$ cat config.mk
export PLATFORM = sky130hd
export DESIGN_NAME = gas_leak_valve_guard
export DESIGN_NICKNAME = d
export VERILOG_FILES = /design/src/rtl/gvg_pkg.sv /design/src/rtl/gas_leak_valve_guard.sv /design/src/rtl/gvg_cfg.sv /design/src/rtl/gvg_eval.sv
export SDC_FILE = /design/constraint.sdc
export NUM_CORES = 1
export LEC_CHECK = 0
export BUFFER_PORTS_ARGS = -buffer_cell sky130_fd_sc_hd__buf_2
export CORE_MARGIN = 4
export CORE_UTILIZATION = 50
export CTS_CLUSTER_DIAMETER = 120
export DETAILED_ROUTE_END_ITERATION = 10
export MAX_ROUTING_LAYER = met4
export PLACE_DENSITY = 0.72
export SYNTH_ARGS = -nofsm -noshare
export SYNTH_HDL_FRONTEND = slang
export SYNTH_SLANG_ARGS = --single-unit
$ cat constraint.sdc
create_clock -name i_clk -period 5.1 [get_ports i_clk]
set_input_delay 0.765 -clock i_clk [delete_from_list [all_inputs] [get_ports i_clk]]
set_output_delay 0.765 -clock i_clk [all_outputs]
set_load 0.1 [all_outputs]
$ cat src/rtl/gvg_pkg.sv
// types, codes and constants of the gas leak valve guard
// no dependencies; imported by every module of the block
`default_nettype none

package gvg_pkg;

    localparam int unsigned PRESS_W = 12;
    localparam int unsigned HITS_W  = 4;
    localparam int unsigned TIME_W  = 32;
    localparam int unsigned HOLD_W  = 16;
    localparam int unsigned CNT_W   = 4;
    localparam int unsigned ALARM_W = 11;
    localparam int unsigned CFG_IDX_W  = 3;
    localparam int unsigned CFG_DATA_W = 16;

    localparam logic [HITS_W-1:0]  FLAME_READS      = 4'd10;
    localparam logic [CNT_W-1:0]   CNT_MAX          = 4'd15;
    localparam logic [ALARM_W-1:0] ALARM_TEST_MS    = 11'd800;
    localparam logic [ALARM_W-1:0] ALARM_SHUTOFF_MS = 11'd1200;
    localparam logic [ALARM_W-1:0] ALARM_NONE       = 11'd0;

    typedef enum logic [2:0] {
        CMD_SAMPLE   = 3'd0,
        CMD_OPEN     = 3'd1,
        CMD_CLOSE    = 3'd2,
        CMD_TEST     = 3'd3,
        CMD_SHUTOFF  = 3'd4,
        CMD_RESET    = 3'd5
    } t_cmd;

    typedef enum logic [2:0] {
        EV_NONE      = 3'd0,
        EV_STABLE    = 3'd1,
        EV_HELD      = 3'd2,
        EV_COOKING   = 3'd3,
        EV_DROP_WARN = 3'd4,
        EV_LEAK      = 3'd5,
        EV_LOW       = 3'd6,
        EV_LOCKED    = 3'd7
    } t_event;

    typedef enum logic [1:0] {
        ST_SAFE     = 2'd0,
        ST_WARNING  = 2'd1,
        ST_CRITICAL = 2'd2
    } t_status;

    localparam logic [CFG_IDX_W-1:0] REG_DROP_THR     = 3'd0;
    localparam logic [CFG_IDX_W-1:0] REG_LOW_LEVEL    = 3'd1;
    localparam logic [CFG_IDX_W-1:0] REG_HOLDOFF      = 3'd2;
    localparam logic [CFG_IDX_W-1:0] REG_LEAK_CONFIRM = 3'd3;
    localparam logic [CFG_IDX_W-1:0] REG_FLAME_NEED   = 3'd4;

    typedef struct packed {
        logic [PRESS_W-1:0] drop_thr;
        logic [PRESS_W-1:0] low_level;
        logic [HOLD_W-1:0]  holdoff_ms;
        logic [CNT_W-1:0]   leak_confirm;
        logic [HITS_W-1:0]  flame_need;
    } t_cfg;

    typedef struct packed {
        logic [TIME_W-1:0]  time_ms;
        logic [HITS_W-1:0]  flame_hits;
        logic [PRESS_W-1:0] pressure;
        t_cmd               cmd;
    } t_req;

    typedef struct packed {
        logic [CNT_W-1:0]   drop_count;
        logic [PRESS_W-1:0] peak_level;
        logic [ALARM_W-1:0] alarm_ms;
        logic               event_new;
        t_event             event_res;
        t_status            status;
        logic               latched;
        logic               valve_open;
    } t_res;

endpackage

`default_nettype wire

$ cat src/rtl/gas_leak_valve_guard.sv
// gas leak valve guard: input request register, decision stage, result register
// a request passes from the request register through the decision stage into the result register;
// one request per cycle sustained unless i_m_tready stalls the result; single decision stage between the registers
// synchronous active-low reset: valve open, latch clear, peak and counters zero,
// configuration at defaults, both registers empty
// depends on gvg_pkg, gvg_cfg, gvg_eval
`default_nettype none

module gas_leak_valve_guard (
    input  wire logic                          i_clk,
    input  wire logic                          i_rst_n,
    // cmd [2:0]
    input  wire logic [2:0]                    i_s_tuser,
    // pressure [11:0], flame_hits [15:12], time_ms [47:16]
    input  wire logic [47:0]                   i_s_tdata,
    input  wire logic                          i_s_tvalid,
    output logic                               o_s_tready,
    // valve_open [0], latched [1], status [3:2], event_res [6:4], event_new [7],
    // alarm_ms [18:8], peak_level [30:19], drop_count [34:31], zero [39:35]
    output logic [39:0]                        o_m_tdata,
    output logic                               o_m_tvalid,
    input  wire logic                          i_m_tready,
    input  wire logic                          i_cfg_we,
    input  wire logic [gvg_pkg::CFG_IDX_W-1:0]  i_cfg_idx,
    input  wire logic [gvg_pkg::CFG_DATA_W-1:0] i_cfg_wdata
);
    import gvg_pkg::*;

    t_cfg cfg;
    t_req r_req;
    logic r_req_vld;
    t_res res;
    t_res r_res;
    logic r_res_vld;
    logic go;

    assign go         = r_req_vld && (!r_res_vld || i_m_tready);
    assign o_s_tready = !r_req_vld || go;

    gvg_cfg u_cfg (
        .i_clk       (i_clk),
        .i_rst_n     (i_rst_n),
        .i_cfg_we    (i_cfg_we),
        .i_cfg_idx   (i_cfg_idx),
        .i_cfg_wdata (i_cfg_wdata),
        .o_cfg       (cfg)
    );

    gvg_eval u_eval (
        .i_clk   (i_clk),
        .i_rst_n (i_rst_n),
        .i_cfg   (cfg),
        .i_req   (r_req),
        .i_go    (go),
        .o_res   (res)
    );

    always_ff @(posedge i_clk) begin
        if (!i_rst_n) begin
            r_req_vld <= 1'b0;
            r_res_vld <= 1'b0;
        end else begin
            if (o_s_tready) r_req_vld <= i_s_tvalid;
            if (go) r_res_vld <= 1'b1;
            else if (i_m_tready) r_res_vld <= 1'b0;
        end
    end

    always_ff @(posedge i_clk) begin
        if (i_s_tvalid && o_s_tready) begin
            r_req.cmd        <= t_cmd'(i_s_tuser);
            r_req.pressure   <= i_s_tdata[11:0];
            r_req.flame_hits <= i_s_tdata[15:12];
            r_req.time_ms    <= i_s_tdata[47:16];
        end
        if (go) r_res <= res;
    end

    assign o_m_tvalid = r_res_vld;
    assign o_m_tdata  = {5'd0, r_res};

endmodule

`default_nettype wire

$ cat src/rtl/gvg_cfg.sv
// configuration register file of the valve guard
// depends on gvg_pkg
`default_nettype none

module gvg_cfg (
    input  wire logic                          i_clk,
    input  wire logic                          i_rst_n,
    input  wire logic                          i_cfg_we,
    input  wire logic [gvg_pkg::CFG_IDX_W-1:0]  i_cfg_idx,
    input  wire logic [gvg_pkg::CFG_DATA_W-1:0] i_cfg_wdata,
    output gvg_pkg::t_cfg                      o_cfg
);
    import gvg_pkg::*;

    t_cfg r_cfg;

    always_ff @(posedge i_clk) begin
        if (!i_rst_n) begin
            r_cfg.drop_thr     <= 12'd35;
            r_cfg.low_level    <= 12'd372;
            r_cfg.holdoff_ms   <= 16'd15000;
            r_cfg.leak_confirm <= 4'd2;
            r_cfg.flame_need   <= 4'd5;
        end else if (i_cfg_we) begin
            case (i_cfg_idx)
                REG_DROP_THR:     r_cfg.drop_thr     <= i_cfg_wdata[PRESS_W-1:0];
                REG_LOW_LEVEL:    r_cfg.low_level    <= i_cfg_wdata[PRESS_W-1:0];
                REG_HOLDOFF:      r_cfg.holdoff_ms   <= i_cfg_wdata[HOLD_W-1:0];
                REG_LEAK_CONFIRM: r_cfg.leak_confirm <= i_cfg_wdata[CNT_W-1:0];
                REG_FLAME_NEED:   r_cfg.flame_need   <= i_cfg_wdata[HITS_W-1:0];
                default: begin
                end
            endcase
        end
    end

    assign o_cfg = r_cfg;

endmodule

`default_nettype wire

$ cat src/rtl/gvg_eval.sv
// guard state and per-request decision logic
// depends on gvg_pkg; state advances when i_go is high
`default_nettype none

module gvg_eval (
    input  wire logic           i_clk,
    input  wire logic           i_rst_n,
    input  wire gvg_pkg::t_cfg  i_cfg,
    input  wire gvg_pkg::t_req  i_req,
    input  wire logic           i_go,
    output gvg_pkg::t_res       o_res
);
    import gvg_pkg::*;

    logic [PRESS_W-1:0] r_peak,  n_peak;
    logic               r_latch, n_latch;
    logic [CNT_W-1:0]   r_cnt,   n_cnt;
    logic               r_valve, n_valve;
    logic               r_hold,  n_hold;
    logic [TIME_W-1:0]  r_until, n_until;
    t_event             r_last,  n_last;

    logic [HITS_W-1:0]  hits;
    logic [PRESS_W-1:0] peak_up;
    logic [CNT_W-1:0]   cnt_inc;
    logic               flame, dropping, low, in_hold;
    t_status            status;
    t_event             ev;
    logic               ev_new;
    logic [ALARM_W-1:0] alarm;

    always_comb begin
        hits     = (i_req.flame_hits > FLAME_READS) ? FLAME_READS : i_req.flame_hits;
        flame    = hits >= i_cfg.flame_need;
        peak_up  = (i_req.pressure > r_peak) ? i_req.pressure : r_peak;
        dropping = (peak_up - i_req.pressure) >= i_cfg.drop_thr;
        low      = i_req.pressure < i_cfg.low_level;
        in_hold  = i_req.time_ms < r_until;
        cnt_inc  = (r_cnt < CNT_MAX) ? r_cnt + 4'd1 : r_cnt;

        n_peak  = r_peak;
        n_latch = r_latch;
        n_cnt   = r_cnt;
        n_valve = r_valve;
        n_hold  = r_hold;
        n_until = r_until;
        n_last  = r_last;
        status  = ST_SAFE;
        ev      = EV_NONE;
        ev_new  = 1'b0;
        alarm   = ALARM_NONE;

        case (i_req.cmd)
            CMD_SAMPLE: begin
                if (r_latch) begin
                    n_valve = 1'b0;
                    ev      = EV_LOCKED;
                    status  = ST_CRITICAL;
                end else begin
                    n_peak = peak_up;
                    if (low && !in_hold) begin
                        n_valve = 1'b0;
                        n_latch = 1'b1;
                        ev      = EV_LOW;
                        status  = ST_CRITICAL;
                    end else if (dropping && !flame && !in_hold) begin
                        n_cnt = cnt_inc;
                        if (cnt_inc >= i_cfg.leak_confirm) begin
                            n_valve = 1'b0;
                            n_latch = 1'b1;
                            ev      = EV_LEAK;
                            status  = ST_CRITICAL;
                        end else begin
                            if (r_hold) n_valve = 1'b0;
                            ev     = EV_DROP_WARN;
                            status = ST_WARNING;
                        end
                    end else if (dropping && flame) begin
                        n_cnt   = '0;
                        n_peak  = i_req.pressure;
                        n_valve = !r_hold;
                        ev      = EV_COOKING;
                    end else begin
                        n_cnt   = '0;
                        n_valve = !r_hold;
                        ev      = r_hold ? EV_HELD : EV_STABLE;
                    end
                end
                ev_new = ev != r_last;
                n_last = ev;
            end
            CMD_OPEN: begin
                n_hold = 1'b0;
                if (!r_latch) n_valve = 1'b1;
            end
            CMD_CLOSE: begin
                n_hold  = 1'b1;
                n_valve = 1'b0;
            end
            CMD_TEST: begin
                alarm = ALARM_TEST_MS;
            end
            CMD_SHUTOFF: begin
                n_hold  = 1'b0;
                n_valve = 1'b0;
                n_latch = 1'b1;
                alarm   = ALARM_SHUTOFF_MS;
            end
            CMD_RESET: begin
                n_latch = 1'b0;
                n_hold  = 1'b0;
                n_cnt   = '0;
                n_peak  = i_req.pressure;
                n_last  = EV_NONE;
                n_until = i_req.time_ms + {{(TIME_W-HOLD_W){1'b0}}, i_cfg.holdoff_ms};
                n_valve = 1'b1;
            end
            default: begin
            end
        endcase
    end

    always_ff @(posedge i_clk) begin
        if (!i_rst_n) begin
            r_peak  <= '0;
            r_latch <= 1'b0;
            r_cnt   <= '0;
            r_valve <= 1'b1;
            r_hold  <= 1'b0;
            r_until <= '0;
            r_last  <= EV_NONE;
        end else if (i_go) begin
            r_peak  <= n_peak;
            r_latch <= n_latch;
            r_cnt   <= n_cnt;
            r_valve <= n_valve;
            r_hold  <= n_hold;
            r_until <= n_until;
            r_last  <= n_last;
        end
    end

    always_comb begin
        o_res.valve_open = n_valve;
        o_res.latched    = n_latch;
        o_res.status     = status;
        o_res.event_res  = ev;
        o_res.event_new  = ev_new;
        o_res.alarm_ms   = alarm;
        o_res.peak_level = n_peak;
        o_res.drop_count = n_cnt;
    end

endmodule

`default_nettype wire

==> results of run 1 <==
[registers in the layout, indices dropped and copies added, names as in the netlist]
register        cells
r_req              51
u_cfg.o_cfg        48
u_eval.r_until     32
o_m_tdata          27
u_eval.r_peak      12
u_eval.r_cnt        4
u_eval.r_last       3
o_m_tvalid          1
r_req_vld           1
u_eval.r_hold       1
u_eval.r_latch      1
u_eval.r_valve      1
[where the power goes]
part / internal [W] / total (W) / switching [W]
Combinational: 0.000275 / 0.000730 / 0.000454
Sequential: 0.00158 / 0.00162 / 0.0000378
Clock: 0.000774 / 0.00135 / 0.000576
[layer usage]
layer,routed length [um],vias to the layer above
met2,11750,237
met5,0,-
met1,10400,3835
li1,-,4208
met3,1269,46
met4,595,0
[cell type report]
cell class | instances | share of cell area, %
inverters | 97 | 2.980
clock buffers | 17 | 3.481
clock inverters | 15 | 1.454
multi-input cells | 813 | 45.66
flip-flops and latches | 182 | 36.23
repair buffers | 153 | 7.434
well taps | 270 | 2.765
[per-stage QoR]
step / area [um^2] / power, W
6_report: 12220 / 0.003697
5_1_grt: 12220 / 0.003871
4_1_cts: 12090 / 0.003697
3_5_place_dp: 11450 / 0.002340
3_3_place_gp: 11450 / 0.002324
2_1_floorplan: 10570 / 0.002161
[cell usage after synthesis, drive strengths merged (3+ instances only)]
library cell / number / area [um^2]
a21boi: 34 / 255.3
xor2: 15 / 131.4
or2: 7 / 43.79
and4: 3 / 26.28
or3: 4 / 26.28
inv: 96 / 360.3
nand2b: 9 / 56.30
nand4: 11 / 81.32
nand3b: 3 / 22.52
a211o: 4 / 35.03
o22ai: 4 / 25.02
o21ai: 83 / 434.2
nor3: 19 / 111.4
a21oi: 69 / 349.1
and3: 22 / 137.6
nor2b: 35 / 219.0
clkbuf: 35 / 151.4
o21a: 7 / 52.55
o211a: 3 / 30.03
mux2i: 20 / 200.2
and2: 17 / 107.6
ha: 102 / 1276
xnor2: 18 / 157.7
a21o: 13 / 98.85
nor2: 45 / 168.9
o211ai: 14 / 105.1
o31ai: 3 / 22.52
nand3: 32 / 160.2
a2111oi: 3 / 27.53
a211oi: 7 / 52.55
or4: 4 / 30.03
buf: 20 / 161.4
edfxtp: 78 / 2342
dfxtp: 104 / 2082
nand2: 162 / 610.6
[worst max-delay path by stage]
stage / to / slack, ns
floorplan: o_m_tdata[7] / 0.008
detailed placement: o_m_tdata[7] / -0.16
finish: o_m_tdata[7] / -0.18
CTS: o_m_tdata[7] / -0.03
global placement: o_m_tdata[7] / -0.004
global route: o_m_tdata[7] / -0.42
[worst max-delay path, cell delays in order, from the launching register on]
cell and delay [ns]:
edfxtp_1 0.43, ha_4 0.29, nor2b_1 0.12, o211ai_1 0.10, a211o_1 0.28, o2111ai_2 0.10
and2_4 0.22, nor2_1 0.04, a21o_1 0.16, ha_1 0.26, nor2b_1 0.12, o21ai_1 0.24
a21boi_2 0.12, o21ai_2 0.17, a21oi_2 0.07, a211o_1 0.32, a21o_1 0.18, a21oi_2 0.14
xor2_1 0.17, ha_1 0.26, or2_4 0.26, and2_4 0.16, o221a_2 0.28, or3_1 0.31
a2bb2oi_1 0.14, a21oi_1 0.08
[logic make-up (layout without fill, tap and decap cells)]
group | count (synthesis) | in the layout | share of synthesized area, %
DFF | 182 | 182 | 42.18
other | 1 | 10 | 0.03575
and+or+nand+nor | 377 | 377 | 17.71
adders and majority gates | 104 | 104 | 12.55
xor gates and xnor gates | 33 | 33 | 2.756
muxes | 22 | 22 | 2.123
AOI/OAI and AO/OA | 267 | 267 | 16.19
buffers and inverters | 152 | 282 | 6.454
[repair_timing]
action                                  4_1_cts  5_1_grt
pin swaps                                    12       29
gates resized for setup                       9       23
hold buffers                                  0        0
endpoints found under the setup margin       21       45
setup buffers                                 1        4
[layout by cell type, fill, tap and decap left out, types with 4 or more instances in the layout]
cell type  instances
nand2_1          159
buf_2            106
dfxtp_1          102
ha_1              98
inv_1             95
edfxtp_1          78
o21ai_0           70
a21oi_1           58
buf_4             45
nor2_1            44
nor2b_1           35
nand3_1           32
a21boi_0          32
and3_1            21
mux2i_1           20
xnor2_1           18
nor3_1            17
clkbuf_16         17
xor2_1            15
o211ai_1          14
a21o_1            12
and2_1            12
a21oi_2           11
conb_1            10
nand4_1            9
nand2b_1           9
o21a_1             7
o21ai_1            7
a211oi_1           6
or2_2              6
o21ai_2            5
a211o_1            4
or4_1              4
==> reports/metrics.cfg, run 1 <==
[cts]
cts-root-buf=clkbuf_16
cts-buffers-inserted=17
cts.sinks=182
clkLatencyLatePin_ns=0.43
clk_pin_slew_worst_paths_ns=0.07
cts_tree=done
cts_max_path_buffers=2
cts.htree.levels=4

[critical_path]
critPathArrivalTime_ns=5.45
reg2reg_to=o_m_tdata[7]
worst-r2r-setup-slack_ns=-0.18
crit_path_start_kind=register
worst-setup-path-type=register to register
ff2ff_path_depth=25
cp-startpoint=r_req[4]
cp_max_fo=6
r2r-start=r_req[4]
critPathCaptureType=register
required_ns=5.27

[pwr]
p_per_area_nw_per_um2=302.5
ir_drop_v=0.0002649
leakage_nw=5.096

[grt]
busiest_layer=met2
grt_max_degree=60
grt_util_met3_pct=3.675
grt_pass1_wl_um=39600
use_met1_pct=25.73
grt_overflow=0
grt.met2_usage_pct=35.79
grt_antenna_before_repair=0
gr-usage-all-layers_pct=21.08
grt_pass1_vias=8173

[worst_hold_path]
holdPathStages=2
hold_class=register to register
holdPathEnd=u_cfg.o_cfg[44]
hp-start=u_cfg.o_cfg[44]

[synthesis]
synthArstFlopShare_pct=0
synth_edf_count=78
netlist_instances=1138
avgSynthCellArea_um2=9.217
synth_seq_cells=182
ys_seq_area_share_pct=42.18
synth-main-ff-cell=dfxtp_1
synthesis.area_um2=10490
ys_types=79
ys.warnings.count=0

[routing]
drtPass1Iterations=5
remaining_drc_errors=0
routed_via_density=5.382
drtIter0Drc=460
postRouteAntennaNets=0
num_vias=8326
routed_wl_um=24010
wl_per_cell_um=15.52

[timing]
tightest_slew_ns=1.035
clock_skew_ns=0.01036
hold_slack_ns=0.4618
hold_violations=0
fin_crit_ns=5.279
rsz0062_at_grt=yes
maxSlewViolCount=0
setup_viol=13
fmax_mhz=189.4
setup_slack_ns=-0.1788
setup_tns_ns=-0.5433
maxSlewHeadroom_pct=30.78
fin_crit_sh_pct=103.5

[place]
routabilityCongestion=0.8849
pre_cts_ws_ns=-0.1556
dpl.hpwl_um=17760
dp_cells=1510
numPortBuffers=106

[finish]
final_cells=1547
final_nets=1443
area_growth_pct=16.50
fillCellCount=1770
drive_gt1_share_pct=19.34
num_antenna_cells=0
multi_input_area_um2=5579
finish.utilization_pct=59.81
seq_area_um2=4427

[floorplanning]
start_util_pct=51.34
die_w_um=152.8
die_area_um2=23360
num_rows=52
ios=117
die_y_um=152.8
core_um2=20430

[outcome]
status=complete, but fails checks
violations=setup timing

[run]
drv_cap=0

Power figures use the tool's default switching activity.
==> run 2: changes to the inputs <==
ABC_AREA = 1   (was unset)
==> reports/metrics.cfg, run 2 <==
[run]
drv_cap=0  ; unchanged

[synthesis]
synth-main-ff-cell=dfxtp_1  ; unchanged
synth_edf_count=78  ; unchanged
avgSynthCellArea_um2=7.780  ; was 9.217 um^2
yosys.area.top_type=edfxtp_1  ; unchanged
synthArstFlopShare_pct=0  ; unchanged
synthesis.area_um2=11150  ; was 10490 um^2
netlist_instances=1433  ; was 1138
ys_top_cells_by_area=edfxtp_1 21%, dfxtp_1 19%, ha_1 11%  ; was edfxtp_1 22%, dfxtp_1 20%, ha_1 12%
ys_types=51  ; was 79
synth_top_area_share_pct=21.01  ; was 22.33%
synth_common_cells=322 x nand2_1, 233 x inv_1, 145 x a21oi_1  ; was 161 x nand2_1, 104 x dfxtp_1, 102 x ha_1
ys_seq_area_share_pct=39.69  ; was 42.18%
synth_seq_cells=182  ; unchanged
synthMostInstantiatedCell=nand2_1  ; unchanged
ys.warnings.count=0  ; unchanged

[timing]
tightest_slew_ns=0.9572  ; was 1.035 ns
setup_viol=2  ; was 13
setup_slack_ns=-0.04921  ; was -0.1788 ns
fin_crit_sh_pct=101.0  ; was 103.5%
fmax_mhz=194.2  ; was 189.4 MHz
clock_skew_ns=0.01569  ; was 0.01036 ns
hold_violations=0  ; unchanged
setup_tns_ns=-0.09116  ; was -0.5433 ns
fin_crit_ns=5.149  ; was 5.279 ns
rsz0062_at_grt=yes  ; unchanged
maxSlewHeadroom_pct=35.84  ; was 30.78%
maxSlewViolCount=0  ; unchanged

[routing]
routed_wl_um=27530  ; was 24010 um
wl_per_cell_um=14.82  ; was 15.52 um
drtPass1Iterations=5  ; unchanged
routed_via_density=5.228  ; was 5.382
num_vias=9714  ; was 8326
postRouteAntennaNets=0  ; unchanged
remaining_drc_errors=0  ; unchanged
drtIter0Drc=601  ; was 460

[grt]
grt_overflow=0  ; unchanged
grt_max_degree=54  ; was 60
grt_antenna_before_repair=5  ; was 0
gr-usage-all-layers_pct=22.64  ; was 21.08%
grt_pass1_vias=9057  ; was 8173
grt_pass1_wl_um=43970  ; was 39600 um

[critical_path]
cp_top_family=simple AND/OR/NAND/NOR gates  ; was compound AO/OA/AOI/OAI gates
slowest_stage=edfxtp_1  ; unchanged
critPathArrivalTime_ns=5.33  ; was 5.45 ns
crit_path_start_kind=register  ; unchanged
reg2reg_to=o_m_tdata[1]  ; was o_m_tdata[7]
cp_num_buf_inv=4  ; was 0
worst-r2r-setup-slack_ns=-0.05  ; was -0.18 ns
r2r-start=r_req[10]  ; was r_req[4]
ff2ff_path_depth=31  ; was 25
critPathCaptureType=register  ; unchanged
worst-setup-path-type=register to register  ; unchanged
cpMostUsedCell=nand2_1
slowest_delay_ns=0.43  ; about the same
required_ns=5.28  ; was 5.27 ns
cp_max_fo=8  ; was 6

[cts]
cts-root-buf=clkbuf_16  ; unchanged
cts.htree.levels=4  ; unchanged
clkLatencyLatePin_ns=0.45  ; was 0.43 ns
cts_tree=done  ; unchanged
cts-buffers-inserted=17  ; unchanged
clk_pin_slew_worst_paths_ns=0.07  ; about the same
cts_max_path_buffers=2  ; unchanged
cts.sinks=182  ; unchanged

[pwr]
leakage_nw=6.155  ; was 5.096 nW
ir_drop_v=0.0002196  ; was 0.0002649 V
p_per_area_nw_per_um2=324.0  ; was 302.5 nW/um^2

[finish]
area_growth_pct=16.45  ; was 16.50%
drive_gt1_share_pct=17.55  ; was 19.34%
largest_reg_flops=51  ; unchanged
final_cell_area_um2=12980  ; was 12220 um^2
final_nets=1739  ; was 1443
layout_common_cells=315 x nand2_1, 226 x inv_1, 140 x a21oi_1  ; was 159 x nand2_1, 106 x buf_2, 102 x dfxtp_1
largest_register=r_req  ; unchanged
final_common_cell=nand2_1  ; unchanged

[worst_hold_path]
holdPathStages=2  ; unchanged
holdPathEnd=u_cfg.o_cfg[20]  ; was u_cfg.o_cfg[44]
hp-start=u_cfg.o_cfg[20]  ; was u_cfg.o_cfg[44]
hold_class=register to register  ; unchanged

[floorplanning]
die_area_um2=24750  ; was 23360 um^2
die_w_um=157.3  ; was 152.8 um
start_util_pct=50.93  ; was 51.34%
core_um2=21890  ; was 20430 um^2
die_y_um=157.3  ; was 152.8 um
num_rows=54  ; was 52
ios=117  ; unchanged

[place]
placed_cell_area_um2=11980  ; was 11450 um^2
pre_cts_ws_ns=-0.08557  ; was -0.1556 ns
numPortBuffers=106  ; unchanged
routabilityCongestion=0.9412  ; was 0.8849
dpl.hpwl_um=19890  ; was 17760 um

[outcome]
violations=setup timing  ; unchanged
status=complete, but fails checks  ; unchanged

[run 2: cell count changes in the layout (fill, tap and decap cells not counted), sizes merged, moves of 9 or more]
| cell | before | now |
|---|---|---|
| nand2 | 162 | 333 |
| inv | 99 | 249 |
| a21oi | 69 | 152 |
| nor2 | 45 | 87 |
| nor2b | 35 | 0 |
| a21boi | 34 | 2 |
| o21ai | 83 | 108 |
| nand3 | 32 | 56 |
| and3 | 22 | 0 |
| mux2i | 20 | 0 |
| and2 | 17 | 0 |
| nand2b | 9 | 0 |
| o22ai | 4 | 13 |
[run 2: cells by family after synthesis]
kind of cell | count (synthesis) | synth area share, %
and+or+nand+nor | 515 | 19.54
AOI/OAI and AO/OA | 304 | 15.76
buffers and inverters | 296 | 10.74
DFF | 182 | 39.69
adders and majority gates | 104 | 11.81
xor gates and xnor gates | 31 | 2.435
other | 1 | 0.03364
[run 2: what timing repair did]
item,in CTS,in global routing
resized for setup,12,39
hold buffers,0,0
cloned,0,1
setup buffers,9,9
pin swaps,8,31
endpoints found under the setup margin,11,45
[run 2: worst max path at each step]
stage / start / end / slack [ns] / depth (start not counted)
after floorplan: r_req[14] / o_m_tdata[20] / 0.47 / 33
after global placement: r_req[6] / o_m_tdata[1] / 0.08 / 33
after detailed placement: r_req[12] / o_m_tdata[7] / -0.09 / 35
after CTS: r_req[9] / o_m_tdata[7] / 0.004 / 34
after global routing: r_req[10] / o_m_tdata[7] / -0.35 / 34
final: r_req[10] / o_m_tdata[1] / -0.05 / 31
[run 2: area by class of cell]
cell class                      count  area (um^2)
Timing Repair Buffer              150        893.4
Clock inverter                     12        128.9
Inverter                          245        924.6
Fill cell                        1937         8909
Multi-Input combinational cell    964         5791
Antenna cell                        5        12.51
Tap cell                          280        350.3
Sequential cell                   182         4424
Clock buffer                       20        457.9
[run 2: per-layer routing]
metal	vias up	part of all wire (%)	track usage, %
met1	4441	43	28.13
met4	0	2.4	7.825
met3	70	5.1	3.932
met5	-	0	-
met2	275	49	37.37
li1	4928	-	-
[run 2: power by group]
part           leakage, nW  total [W]  switching, W  internal, W
Combinational         4.27    0.00124      0.000796     0.000448
Sequential            1.60    0.00164     0.0000413      0.00160
Clock                0.283    0.00132      0.000606     0.000719
Total                 6.15    0.00421       0.00144      0.00276
[run 2: worst reg2reg max path, delay by kind of cell, from the launching register on]
kind | cells | cell delay [ns]
adder cells (fa/ha/maj) | 3 | 0.75
XOR/XNOR | 1 | 0.18
AO/OA/AOI/OAI | 9 | 1.39
AND/OR/NAND/NOR | 14 | 1.76
buffers and inverters | 4 | 0.36
flip-flops | 1 | 0.43
[run 2: per-stage QoR]
step	power, W	util [%]	hold slack (ns)	cells
2_1_floorplan	0.002516	-	0.4353	1442
4_1_cts	0.004125	58.04	0.4689	1843
6_report	0.004206	59.31	0.4702	1858
3_5_place_dp	0.002766	54.70	0.4546	1802
3_3_place_gp	0.002739	54.70	0.4501	1802
5_1_grt	0.004431	59.31	0.4745	1858
